===== config.mk =====
export PLATFORM = sky130hd
export DESIGN_NAME = iirdf1_front
export DESIGN_NICKNAME = d
export VERILOG_FILES = /design/src/sv/iirdf1_pkg.sv /design/src/sv/iirdf1_front.sv
export SDC_FILE = /design/constraint.sdc
export NUM_CORES = 2
export LEC_CHECK = 0
export BUFFER_PORTS_ARGS = -buffer_cell sky130_fd_sc_hd__buf_2
export CAP_MARGIN = 20
export CORE_ASPECT_RATIO = 1.2
export CORE_MARGIN = 2
export CORE_UTILIZATION = 45
export CTS_CLUSTER_SIZE = 24
export DETAILED_ROUTE_END_ITERATION = 8
export GPL_TIMING_DRIVEN = 0
export PLACE_DENSITY = 0.71
export SLEW_MARGIN = 20
export SYNTH_ARGS = -nofsm -noshare
export SYNTH_HDL_FRONTEND = slang
export SYNTH_SLANG_ARGS = --single-unit

===== constraint.sdc =====
create_clock -name clk -period 12.8 [get_ports clk]
set_input_delay 0.64 -clock clk [delete_from_list [all_inputs] [get_ports clk]]
set_output_delay 0.64 -clock clk [all_outputs]
set_load 0.02 [all_outputs]

===== src/sv/iirdf1_pkg.sv =====
`timescale 1ns / 1ps
// ----------------------------------------------------------------------------
// iirdf1_pkg
// shared widths, register indexes and types for the direct form I iir filter
// ----------------------------------------------------------------------------
package iirdf1_pkg;

    // tap counts
    localparam int FF_TAPS    = 4;
    localparam int FB_TAPS    = 3;
    localparam int HIST_DEPTH = 3;

    // data widths
    localparam int SAMPLE_W  = 16;
    localparam int COEF_W    = 18;
    localparam int FRAC_BITS = 14;
    localparam int PROD_W    = SAMPLE_W + COEF_W;
    localparam int FF_SUM_W  = PROD_W + 2;
    localparam int ACC_W     = PROD_W + 4;

    // configuration register map
    localparam int CFG_IDX_W = 3;
    localparam logic [CFG_IDX_W-1:0] REG_FF_COEF_0 = 3'd0;
    localparam logic [CFG_IDX_W-1:0] REG_FF_COEF_1 = 3'd1;
    localparam logic [CFG_IDX_W-1:0] REG_FF_COEF_2 = 3'd2;
    localparam logic [CFG_IDX_W-1:0] REG_FF_COEF_3 = 3'd3;
    localparam logic [CFG_IDX_W-1:0] REG_FB_COEF_1 = 3'd4;
    localparam logic [CFG_IDX_W-1:0] REG_FB_COEF_2 = 3'd5;
    localparam logic [CFG_IDX_W-1:0] REG_FB_COEF_3 = 3'd6;

    // unity gain in q3.14
    localparam logic [COEF_W-1:0] COEF_ONE = COEF_W'(1 << FRAC_BITS);

    // rounding and saturation limits on the accumulator
    localparam logic signed [ACC_W-1:0] ROUND_HALF = ACC_W'(1 << (FRAC_BITS - 1));
    localparam logic signed [ACC_W-1:0] OUT_MAX    = ACC_W'((1 << (SAMPLE_W - 1)) - 1);
    localparam logic signed [ACC_W-1:0] OUT_MIN    = -ACC_W'(1 << (SAMPLE_W - 1));

    // queue between front and back
    localparam int QUEUE_DEPTH = 2;
    localparam int QPTR_W      = $clog2(QUEUE_DEPTH);
    localparam int QCNT_W      = $clog2(QUEUE_DEPTH + 1);

    typedef struct packed {
        logic [FF_TAPS-1:0][COEF_W-1:0] ff;
        logic [FB_TAPS-1:0][COEF_W-1:0] fb;   // fb index 0 is tap 1
    } coef_set_t;

    typedef struct packed {
        logic                       start;
        logic signed [FF_SUM_W-1:0] ff_sum;
    } q_entry_t;

endpackage


===== src/sv/iirdf1_front.sv =====
`timescale 1ns / 1ps
// ----------------------------------------------------------------------------
// iirdf1_front
// input history and feedforward products, sums pushed into the queue
// ----------------------------------------------------------------------------
module iirdf1_front
    import iirdf1_pkg::*;
(
    input  logic                       clk,
    input  logic                       rst_n,
    input  logic                       in_valid,
    output logic                       in_ready,
    input  logic signed [SAMPLE_W-1:0] in_sample,
    input  logic                       in_start,
    input  coef_set_t                  coefs,
    output logic                       push_valid,
    input  logic                       push_ready,
    output q_entry_t                   push_entry
);

    logic signed [SAMPLE_W-1:0] xh_reg   [HIST_DEPTH];
    logic signed [SAMPLE_W-1:0] xh_next  [HIST_DEPTH];
    logic signed [PROD_W-1:0]   prod_reg [FF_TAPS];
    logic signed [PROD_W-1:0]   prod_next[FF_TAPS];
    logic signed [SAMPLE_W-1:0] taps     [FF_TAPS];
    logic                       start_reg;
    logic                       a_valid_reg;
    logic                       a_valid_next;
    logic                       accept;
    logic signed [FF_SUM_W-1:0] sum;

    assign in_ready = !a_valid_reg || push_ready;
    assign accept   = in_valid && in_ready;

    // tap values, history cleared on pulse start
    always_comb
    begin
        for (int k = 0; k < FF_TAPS; k++)
        begin
            if (k == 0)
                taps[k] = in_sample;
            else if (in_start)
                taps[k] = '0;
            else
                taps[k] = xh_reg[k-1];
        end
        for (int k = 0; k < FF_TAPS; k++)
        begin
            if (k < FF_TAPS)
                prod_next[k] = $signed(coefs.ff[k]) * taps[k];
            else
                prod_next[k] = '0;
        end
        for (int k = 0; k < HIST_DEPTH; k++)
        begin
            if (!accept)
                xh_next[k] = xh_reg[k];
            else if (k == 0)
                xh_next[k] = in_sample;
            else if (in_start)
                xh_next[k] = '0;
            else
                xh_next[k] = xh_reg[k-1];
        end
    end

    always_comb
    begin
        if (accept)
            a_valid_next = 1'b1;
        else if (push_ready)
            a_valid_next = 1'b0;
        else
            a_valid_next = a_valid_reg;
    end

    always_ff @(posedge clk or negedge rst_n)
    begin
        if (!rst_n)
        begin
            a_valid_reg <= 1'b0;
            for (int k = 0; k < HIST_DEPTH; k++)
                xh_reg[k] <= '0;
        end
        else
        begin
            a_valid_reg <= a_valid_next;
            xh_reg      <= xh_next;
        end
    end

    always_ff @(posedge clk)
    begin
        if (accept)
        begin
            prod_reg  <= prod_next;
            start_reg <= in_start;
        end
    end

    always_comb
    begin
        sum = '0;
        for (int k = 0; k < FF_TAPS; k++)
            sum = sum + FF_SUM_W'(prod_reg[k]);
    end

    assign push_valid        = a_valid_reg;
    assign push_entry.start  = start_reg;
    assign push_entry.ff_sum = sum;

endmodule


Yosys cells after proc, flatten, opt, wreduce, memory -nomap -nowiden
Cells that the tools add are included.
- output and inout port bits: 39
- memories: 0
- memory bits (writable): 0
- ROM bits: 0
- latch bits: 0
- word-level logic and storage cells: 25
- register bits after elaboration: 186
- input bits: 147
- multiply operators: 4
- shift-type cells: 0
- magnitude comparators: 0
- equality and inequality tests: 0
- multiplexer cells: 5
- reductions and logical operators: 4
- divide/modulo/power cells: 0
- bitwise gates (word level): 0
- add/subtract/negate cells: 3
- operator list (kind ; number):
    $mul A18 B16 Y34 ; 4
    $mux W16 ; 3
    $add A35 B34 Y36 ; 1
    $add A36 B34 Y36 ; 1
    $add A34 B34 Y35 ; 1
    $mux W1 ; 2
    $reduce_bool A2 Y1 ; 1
    $logic_and A1 B1 Y1 ; 1
    $logic_not A1 Y1 ; 1
    $logic_or A1 B1 Y1 ; 1

Logic depth before layout (Yosys ltp)
- depth after elaboration: 4
- mapped depth: 27
- depth with buffers taken out: 23

Worst setup path before layout
Ideal clock, no wire load.
- kind: input to register
- start: input in_start
- end: register prod_reg[30] (netlist bit) (data pin)
- setup time: 0.258 ns
- required time: 12.542 ns
- slack: 5.695 ns
- data arrival time: 6.847 ns
- stages on the path: 25
- cell sequence: clkbuf_1 clkbuf_1 nor2b_1 clkbuf_1 clkbuf_1 nand2_1 fa_1 inv_1 fa_1 fa_1 fa_1 fa_1 inv_1 fa_1 inv_1 ha_1 nand3_1 or3_1 a2111oi_0 a211oi_2 a21oi_1 a2111oi_0 o21bai_1 a21oi_1 xnor2_1
- RTL lines (item ; RTL line ; text):
    start, declared ; iirdf1_front.sv:14 ; input logic in_start,
    end signal, assigned ; iirdf1_front.sv:96 ; prod_reg <= prod_next;
    end, declared ; iirdf1_front.sv:23 ; logic signed [PROD_W-1:0] prod_reg [FF_TAPS];

==> out/results.ini <==
[clocking]
cts_resized = 0
cts.htree.levels = 4
post_cts_buffers = 0
clock-root-buffer = clkbuf_16
insertion_delay_ps = 460
numCtsBuffers = 17
ctsHoldBuffers = 0
numClockSinks = 186
tritoncts = built
clk_pin_slew_worst_paths_ps = 80
clock_path_buffers = 2

[routing]
ant_nets = 0
drtIter0Drc = 2460
wirelength_mm = 141
drc = 0
routedWlPerCell_um = 19.8
drt-met1-wl_mm = 54.5
dr_wl_met3_mm = 7.88
met2WireLength_mm = 69.8
dr.pass1.iters = 7
viasPerCell = 5.21
top_layer_used = met5
vias = 36964

[sta]
rsz0062_at_grt = no
fin_crit_sh_pct = 74.9
slew_viol_final = 0
hold_viol = 0
slew_headroom_pct = 26.0
worstMarginPinSlew_ps = 1100
fin_skew_ps = 14.8
setup_violations = 0
hold_ws_ps = 254
setup_tns_ps = 0
fmax_ghz = 0.104
fin_crit_ps = 9580

[critical_path]
critPathLaunchType = primary input
r2r_start = xh_reg[9]$_DFFE_PN0P_
r2r_slack_ps = 4120
worstPathMaxFanout = 10
crit_type = in -> reg
crit_start = in_start
crit_arrival_ps = 9740
crit_required_ps = 12960
cp-end-kind = register

[synthesis]
ys.flop_type = edfxtp_1
syn_avg_cell_area_um2 = 9.69
yosysUniqueCellTypes = 71
synthCells = 5412
yosysWarnings = 0
synthArstFlopShare_pct = 26.3
synth-edff-count = 137
synth_area_mm2 = 0.0524
synthTopCellsByArea = fa_1 47%, inv_1 9.5%, ha_1 9.0%
synth_nets = 7167
synth_top_cell_by_area = fa_1
yosys.area.top_type_share_pct = 46.9
seq_area_frac_synth_pct = 10.2
postSynthRegisterBits = 186

[die]
ios = 186
die-area_mm2 = 0.119
die_w_um = 316
initial_utilization_pct = 45.3
std_cell_rows = 137
core_mm2 = 0.116
chipHeight_um = 378

[global_routing]
grt_max_degree = 106
grt.total_usage_pct = 24.7
grt_overflow = 0
grt_antenna_before_repair = 13
grt_pass1_wl_mm = 225
grt_pass1_vias = 40114

[finish]
drive_gt1_share_pct = 4.17
fin_cells = 7100
layout_commonest_cell = inv_1
area_growth_pct = 6.03
nFillCells = 10866
largest_register_ffs = 136
final_cell_mix = 1333 x inv_1, 1229 x fa_1, 610 x nand2_1, 537 x and2_1, 379 x ha_1
fin_nets = 7307

[place]
dp_hpwl_mm = 120
placed_cells = 7061
portBuffers = 119
gp_congestion = 0.959

[outcome]
status = finished, final reports clean

[hold_path]
hold_path_class = in -> async

[job]
drv_cap = 0

## cell usage after synthesis (5+ instances only)
library cell	count
inv_1	1334
fa_1	1229
nand2_1	610
and2_1	537
ha_1	379
clkbuf_1	191
xnor2_1	143
edfxtp_1	137
a21oi_1	134
nor2_1	118
a21o_1	67
nor2b_1	60
dfrtp_1	49
o21ai_0	47
mux2_2	46
xor2_1	33
nand2b_1	26
o21ai_1	26
o21a_1	21
nand3_1	18
nor3_1	18
o21bai_1	17
a211oi_1	16
and3_1	16
or2_2	13
o211ai_1	11
a31oi_1	10
o31ai_1	7
a211o_1	6
buf_1	6
nand4_1	6
or3_1	6
a2111oi_0	5
a311o_1	5
nor4_1	5
## kinds of logic (layout without fill, tap and decap cells)
kind of cell,after synthesis,in the layout,synth area share (%)
AOI/OAI and AO/OA,415,415,5.17
xor gates and xnor gates,176,176,2.94
adders and majority gates,1608,1608,56.0
buffers and inverters,1533,1686,11.0
DFF,186,186,10.2
muxes,47,47,1.01
other,0,6,0
and+or+nand+nor,1447,1447,13.8
## final timing paths
path                       cells after the start                      to
max                                           25  prod_reg[30]$_DFFE_PP_
min                                            1  xh_reg[47]$_DFFE_PN0P_
max reg2reg                                   23  prod_reg[30]$_DFFE_PP_
min reg2reg                                    2  xh_reg[31]$_DFFE_PN0P_
max in group asynchronous                      1  xh_reg[17]$_DFFE_PN0P_
min in group clk                               1     start_reg$_DFFE_PP_
## area by class of cell
| type | count | area [um^2] | share of cell area [%] |
|---|---|---|---|
| inverter | 1334 | 5010 | 9.02 |
| buffer | 199 | 752 | 1.35 |
| multi-input combinational | 3693 | 41400 | 74.4 |
| clock inverter | 13 | 119 | 0.214 |
| sequential | 186 | 5340 | 9.60 |
| tap | 1529 | 1910 | 3.44 |
| timing repair buffer | 121 | 633 | 1.14 |
| antenna | 6 | 15.0 | 0.0270 |
| clock buffer | 19 | 464 | 0.835 |
## stage by stage
stage | area [um^2] | setup slack [ps] | util (%)
floorplan | 52400 | 5700 | -
global placement | 55000 | 2810 | 47.4
detailed placement | 55000 | 2870 | 47.5
CTS | 55600 | 3260 | 48.0
global route | 55600 | 3010 | 48.0
finish | 55600 | 3220 | 48.0
## metal layers
layer	up-vias	global-route usage, %
li1	16303	-
met1	19095	30.9
met2	1188	42.2
met3	362	3.30
met4	16	12.5
met5	-	0
## critical path, stage by stage
cell	delay (ps)
buf_2	150
clkbuf_1	600
clkbuf_1	640
nand2b_1	270
clkbuf_1	510
clkbuf_1	570
nor2_1	120
fa_1	520
fa_1	420
fa_1	550
fa_1	480
fa_1	500
inv_1	50
fa_1	490
inv_1	40
ha_1	350
nand3_1	160
or3_1	430
a2111oi_0	620
a211oi_2	160
a21oi_1	400
a2111oi_0	190
o21bai_1	200
a21oi_1	110
xnor2_1	540
Power is left out: the tool's default activity adds up to more than one toggle a clock period on the data nets, which glitch-free logic cannot reach.
