<file path="config.mk">
export PLATFORM = sky130hd
export DESIGN_NAME = iirdf1_queue
export DESIGN_NICKNAME = d
export VERILOG_FILES = /design/src/sv/iirdf1_pkg.sv /design/src/sv/iirdf1_queue.sv
export SDC_FILE = /design/constraint.sdc
export NUM_CORES = 1
export LEC_CHECK = 0
export BUFFER_PORTS_ARGS = -buffer_cell sky130_fd_sc_hd__buf_4
export CORE_MARGIN = 8
export CORE_UTILIZATION = 51
export DETAILED_ROUTE_END_ITERATION = 10
export GPL_ROUTABILITY_DRIVEN = 0
export PLACE_DENSITY = 0.85
export SLEW_MARGIN = 20
export SYNTH_ARGS = -nofsm -noshare
export SYNTH_HDL_FRONTEND = slang
export SYNTH_SLANG_ARGS = --single-unit
</file>
<file path="constraint.sdc">
create_clock -name clk -period 3.47 [get_ports clk]
set_input_delay 0 -clock clk [delete_from_list [all_inputs] [get_ports clk]]
set_output_delay 0 -clock clk [all_outputs]
set_load 0.05 [all_outputs]
</file>
<file path="src/sv/iirdf1_pkg.sv">
`timescale 1ns / 1ps
// ----------------------------------------------------------------------------
// iirdf1_pkg
// shared widths, register indexes and types for the direct form I iir filter
// ----------------------------------------------------------------------------
package iirdf1_pkg;

    // tap counts
    localparam int FF_TAPS    = 4;
    localparam int FB_TAPS    = 3;
    localparam int HIST_DEPTH = 3;

    // data widths
    localparam int SAMPLE_W  = 16;
    localparam int COEF_W    = 18;
    localparam int FRAC_BITS = 14;
    localparam int PROD_W    = SAMPLE_W + COEF_W;
    localparam int FF_SUM_W  = PROD_W + 2;
    localparam int ACC_W     = PROD_W + 4;

    // configuration register map
    localparam int CFG_IDX_W = 3;
    localparam logic [CFG_IDX_W-1:0] REG_FF_COEF_0 = 3'd0;
    localparam logic [CFG_IDX_W-1:0] REG_FF_COEF_1 = 3'd1;
    localparam logic [CFG_IDX_W-1:0] REG_FF_COEF_2 = 3'd2;
    localparam logic [CFG_IDX_W-1:0] REG_FF_COEF_3 = 3'd3;
    localparam logic [CFG_IDX_W-1:0] REG_FB_COEF_1 = 3'd4;
    localparam logic [CFG_IDX_W-1:0] REG_FB_COEF_2 = 3'd5;
    localparam logic [CFG_IDX_W-1:0] REG_FB_COEF_3 = 3'd6;

    // unity gain in q3.14
    localparam logic [COEF_W-1:0] COEF_ONE = COEF_W'(1 << FRAC_BITS);

    // rounding and saturation limits on the accumulator
    localparam logic signed [ACC_W-1:0] ROUND_HALF = ACC_W'(1 << (FRAC_BITS - 1));
    localparam logic signed [ACC_W-1:0] OUT_MAX    = ACC_W'((1 << (SAMPLE_W - 1)) - 1);
    localparam logic signed [ACC_W-1:0] OUT_MIN    = -ACC_W'(1 << (SAMPLE_W - 1));

    // queue between front and back
    localparam int QUEUE_DEPTH = 2;
    localparam int QPTR_W      = $clog2(QUEUE_DEPTH);
    localparam int QCNT_W      = $clog2(QUEUE_DEPTH + 1);

    typedef struct packed {
        logic [FF_TAPS-1:0][COEF_W-1:0] ff;
        logic [FB_TAPS-1:0][COEF_W-1:0] fb;   // fb index 0 is tap 1
    } coef_set_t;

    typedef struct packed {
        logic                       start;
        logic signed [FF_SUM_W-1:0] ff_sum;
    } q_entry_t;

endpackage

</file>
<file path="src/sv/iirdf1_queue.sv">
`timescale 1ns / 1ps
// ----------------------------------------------------------------------------
// iirdf1_queue
// short fifo of feedforward sums between front and back
// ----------------------------------------------------------------------------
module iirdf1_queue
    import iirdf1_pkg::*;
(
    input  logic     clk,
    input  logic     rst_n,
    input  logic     push_valid,
    output logic     push_ready,
    input  q_entry_t push_entry,
    output logic     pop_valid,
    input  logic     pop_ready,
    output q_entry_t pop_entry
);

    q_entry_t            mem_reg [QUEUE_DEPTH];
    logic [QPTR_W-1:0]   wr_ptr_reg;
    logic [QPTR_W-1:0]   wr_ptr_next;
    logic [QPTR_W-1:0]   rd_ptr_reg;
    logic [QPTR_W-1:0]   rd_ptr_next;
    logic [QCNT_W-1:0]   count_reg;
    logic [QCNT_W-1:0]   count_next;
    logic                do_push;
    logic                do_pop;

    assign push_ready = (count_reg != QCNT_W'(QUEUE_DEPTH));
    assign pop_valid  = (count_reg != '0);
    assign do_push    = push_valid && push_ready;
    assign do_pop     = pop_valid && pop_ready;
    assign pop_entry  = mem_reg[rd_ptr_reg];

    always_comb
    begin
        wr_ptr_next = wr_ptr_reg;
        rd_ptr_next = rd_ptr_reg;
        count_next  = count_reg;
        if (do_push)
            wr_ptr_next = (wr_ptr_reg == QPTR_W'(QUEUE_DEPTH - 1)) ? '0 : wr_ptr_reg + 1'b1;
        if (do_pop)
            rd_ptr_next = (rd_ptr_reg == QPTR_W'(QUEUE_DEPTH - 1)) ? '0 : rd_ptr_reg + 1'b1;
        if (do_push && !do_pop)
            count_next = count_reg + 1'b1;
        else if (do_pop && !do_push)
            count_next = count_reg - 1'b1;
    end

    always_ff @(posedge clk or negedge rst_n)
    begin
        if (!rst_n)
        begin
            wr_ptr_reg <= '0;
            rd_ptr_reg <= '0;
            count_reg  <= '0;
        end
        else
        begin
            wr_ptr_reg <= wr_ptr_next;
            rd_ptr_reg <= rd_ptr_next;
            count_reg  <= count_next;
        end
    end

    always_ff @(posedge clk)
    begin
        if (do_push)
            mem_reg[wr_ptr_reg] <= push_entry;
    end

endmodule

</file>
Word-level counts from Yosys, hierarchy flattened
Memories as Yosys holds them, arrays and structs flattened.
Cells that the tools add are included.
{ "classes": {"n_shift": 0, "eq_ne": 1, "mul": 0, "n_div": 0, "n_addsub": 4, "mux": 6, "reduce_logical": 8, "magnitude_cmp": 0, "n_bitwise": 0} }
{ "op_table": {"columns": ["cell", "n"], "rows": [
  ["logical AND 1 bit", 4],
  ["2-to-1 mux 1 bit", 4],
  ["2-to-1 mux 2 bit", 2],
  ["nonzero test 2 bit", 2],
  ["adder 1 bit (second input constant)", 2],
  ["adder 2 x 1 -> 2 bit (second input constant)", 1],
  ["zero test 1 bit", 2],
  ["inequality test 2 bit (second input constant)", 1],
  ["subtractor 2 x 1 -> 2 bit (second input constant)", 1]
]} }
{ "word_totals": {"word_cells": 23, "latch_bits": 0, "rom_bits": 0, "n_memories": 1, "register_bits": 4, "output_inout_bits": 39, "ram_bits": 74, "input_bits": 41} }
{ "mem_list": {"columns": ["name", "words", "word_bits", "read_ports", "rd_clocked_by_memory_dff", "write_ports", "line_no", "text"], "rows": [
  ["mem_reg", 2, 37, 1, 0, 1, "iirdf1_queue.sv:19", "q_entry_t mem_reg [QUEUE_DEPTH];"]
]} }

Logic depth before layout (Yosys ltp)
{ "logic_depth": {"depth_word": 6, "ltp_mapped": 7, "mapped_depth_nobuf": 7} }

Worst setup path after synthesis
Ideal clock, no wire load.
{ "synth_timing": {"path_type": "reg-to-reg", "from": "register count_reg[0]", "to": "memory mem_reg[0][0] (netlist name), enable pin", "n_path_buf": 0, "required_ps": 3039, "path_stages_with_launch": 4, "synth_period_minus_slack_ps": 3063, "setup_slack_ps": 407, "arrival_time_ps": 2631, "setup_ps": 431, "cell_sequence": "dfrtp_1 > nand2b_1 > nand2_1 > nor2_1"} }
{ "synth_via": {"elab_chain_cells": 4} }
{ "synth_rtl": {"columns": ["item", "line_no", "text"], "rows": [
  ["start: declaration", "iirdf1_queue.sv:24", "logic [QCNT_W-1:0] count_reg;"],
  ["start signal: assignment", "iirdf1_queue.sv:62", "count_reg <= count_next;"],
  ["inequality test 2 bit", "iirdf1_queue.sv:29", "assign push_ready = (count_reg != QCNT_W'(QUEUE_DEPTH));"],
  ["via push_ready", "iirdf1_queue.sv:12", "output logic push_ready,"],
  ["logical AND 1 bit", "iirdf1_queue.sv:31", "assign do_push = push_valid && push_ready;"],
  ["2-to-1 mux 1 bit", "iirdf1_queue.sv:68", "if (do_push)"],
  ["2-to-1 mux 1 bit (implied by the code)", "iirdf1_queue.sv:69", "mem_reg[wr_ptr_reg] <= push_entry;"],
  ["end: declaration", "iirdf1_queue.sv:19", null]
]} }
The timed path passes the listed nets, and every way through them passes these cells.

==> results.md <==
* Status: finished clean
* Setup TNS at 0 ps
* Top Ports at 80
* Post-synthesis sequential area ratio at 0.788
* Final worst setup slack at 1450 ps
* Port bufs at 79
* Setup crit start kind: flop
* Avg Cell Area, Syn at 22.2 um^2
* RSZ-0062 raised after global routing: no
* Antenna violations before repair at 0
* Max FFs per register at 74
* Die Footprint at 0.00847 mm^2
* GR Util met3 at 0.0375
* Most frequent cells in the layout: buf_4, edfxtp_1, dlygate4sd3_1, mux2_4, mux2_2
* Crit path kind: flop to output port
* Final net count at 301
* Netlist cell types at 15
* HPWL after detailed placement at 3.72 mm
* Core ar. at 0.00554 mm^2
* Avg Vias per Cell at 4.88
* Row Count at 27
* Slew @ Worst Pin at 1080 ps
* Worst R2R Setup Slack at 1510 ps
* Clock transition at path regs at 70 ps
* Pre-CTS setup slack at 1530 ps
* Pwr Total at 3.79 mW
* CTS tree: yes
* Die Span Y at 92.0 um
* Seq cells post-synth at 78
* Instance count of the mapped netlist at 133
* Vias in the first global route at 1788
* Die X at 92.0 um
* Hold Violations, Final at 0
* Num CTS Buffers at 9
* CTS resizes at 0
* Busiest grt layer: met2
* DR iter-0 viols at 36
* Gr usage total at 0.139
* Tcrit/Tclk final at 0.581
* Slew margin rel. at 0.278
* Final wirelength at 5.79 mm
* Met1 usage in global routing at 0.154
* Ant. Diodes at 0
* Final core utilization at 0.757
* Minimum clock period at 2020 ps
* Post-CTS Setup Bufs at 0
* Starting Density at 0.532
* First-pass GRT wire length at 9.04 mm
* Area after DPL at 0.00360 mm^2
* Cell Area, Synth at 0.00295 mm^2
* WP data arrival at 2020 ps
* Clk buf depth at 2
* Clock root cell: clkbuf_8
* Met2 Resource Use GR at 0.235
* Clk Latency, worst-skew pair at 330 ps
* Final Max Tran Viols at 0
* Htree depth at 3
* WP data required at 3470 ps
* Ys Warns at 0
* Global route overflow at 0
* Post-route ant nets at 0
* Final-layout fill cell count at 330
* Commonest non-fill, non-tap cell in the layout: buf_4
* Finish-stage setup viols at 0
* Fmax at 496 MHz
* Post-DR wirelength/cell at 17.2 um
* Worst VDD drop at 0.000785 V
* Largest net degree at the start of global routing at 39
* Crit-path max FO at 38
* Layout area overhead at 42.3%
* TritonCTS Sinks at 78
* Layout cell share with drive strength beyond 1 at 0.508
* Critical Path End Type: output port
* Synth Net Count at 175
* LEAKAGE at 1.65 nW
* Power density cells at 903 mW/mm^2
* DRC at 0
* Max_cap viols at 0
* Clock Skew at 7.45 ps
* Worst Hold Class: primary input to flop
* TritonRoute pass-1 iters at 4
* Vias post-DR at 1640
* Final Cell Area at 0.00419 mm^2
==> cell type report <==
type	count	area, um^2	share of cell area
Tap cell	72	90.1	0.0215
Sequential cell	78	2320	0.554
Clock buffer	10	128	0.0304
Inverter	1	3.75	0.000896
Multi-Input combinational cell	50	591	0.141
Clock inverter	6	62.6	0.0149
Timing Repair Buffer	119	993	0.237
==> stage by stage <==
step | hold slack, ps | instances
3_5_place_dp | -201 | 280
2_1_floorplan | -296 | 133
3_3_place_gp | -201 | 280
6_report | 72.3 | 336
4_1_cts | 57.8 | 336
5_1_grt | 78.6 | 336
==> metal layers <==
metal  up-vias  wire length (um)  part of all wire
met2        56              3060              0.53
li1        772                 -                 -
met3         8               314             0.054
met4         0               110             0.019
met1       804              2310              0.40
met5         -                 0                 0
==> critical path: stages, from the launching register on <==
cell	delay [ps]
dfrtp_2	1060
mux2_2	430
buf_4	190
==> timing repair <==
action	4_1_cts	5_1_grt
endpoints found under the setup margin	0	0
hold buffers	40	0
endpoints found under the hold margin	79	0
==> final timing paths <==
check | startpoint | endpoint | cells past startpoint
setup / recovery | rd_ptr_reg$_DFFE_PN0P_ | pop_entry[8] | 2
hold / removal | push_valid | wr_ptr_reg$_DFFE_PN0P_ | 3
setup reg to reg | count_reg[0]$_DFFE_PN0P_ | mem_reg[0][31]$_DFFE_PP_ | 3
hold reg to reg | count_reg[1]$_DFFE_PN0P_ | count_reg[1]$_DFFE_PN0P_ | 1
max in group asynchronous | rst_n | rd_ptr_reg$_DFFE_PN0P_ | 3
min in group asynchronous | rst_n | count_reg[1]$_DFFE_PN0P_ | 3
==> cells by family (layout without fill, tap and decap cells) <==
family | count (synthesis) | after routing | synth area share
multiplexers | 37 | 37 | 0.167
XOR/XNOR | 5 | 5 | 0.0149
AND/OR/NAND/NOR | 7 | 7 | 0.0115
buffers and inverters | 5 | 136 | 0.0144
adder cells (fa/ha/maj) | 1 | 1 | 0.00425
flip-flops | 78 | 78 | 0.788
==> power breakdown <==
part | total [mW] | leakage (nW) | switching (mW) | internal, mW
logic | 1.69 | 0.827 | 1.06 | 0.635
clock network | 0.634 | 0.0883 | 0.304 | 0.330
registers | 1.46 | 0.733 | 0.167 | 1.29
==> synthesized netlist by cell type, drive strengths merged <==
| cell type | instances | area share |
|---|---|---|
| edfxtp | 74 | 0.75 |
| mux2 | 37 | 0.17 |
| buf | 4 | 0.013 |
| dfrtp | 4 | 0.034 |
| xnor2 | 3 | 0.0089 |
| nand2 | 2 | 0.0025 |
| nor2 | 2 | 0.0025 |
| xor2 | 2 | 0.0059 |
| and3 | 1 | 0.0021 |
| ha | 1 | 0.0042 |
| inv | 1 | 0.0013 |
| nand2b | 1 | 0.0021 |
| or2 | 1 | 0.0021 |
No activity file was read; power rests on OpenSTA's default activity.
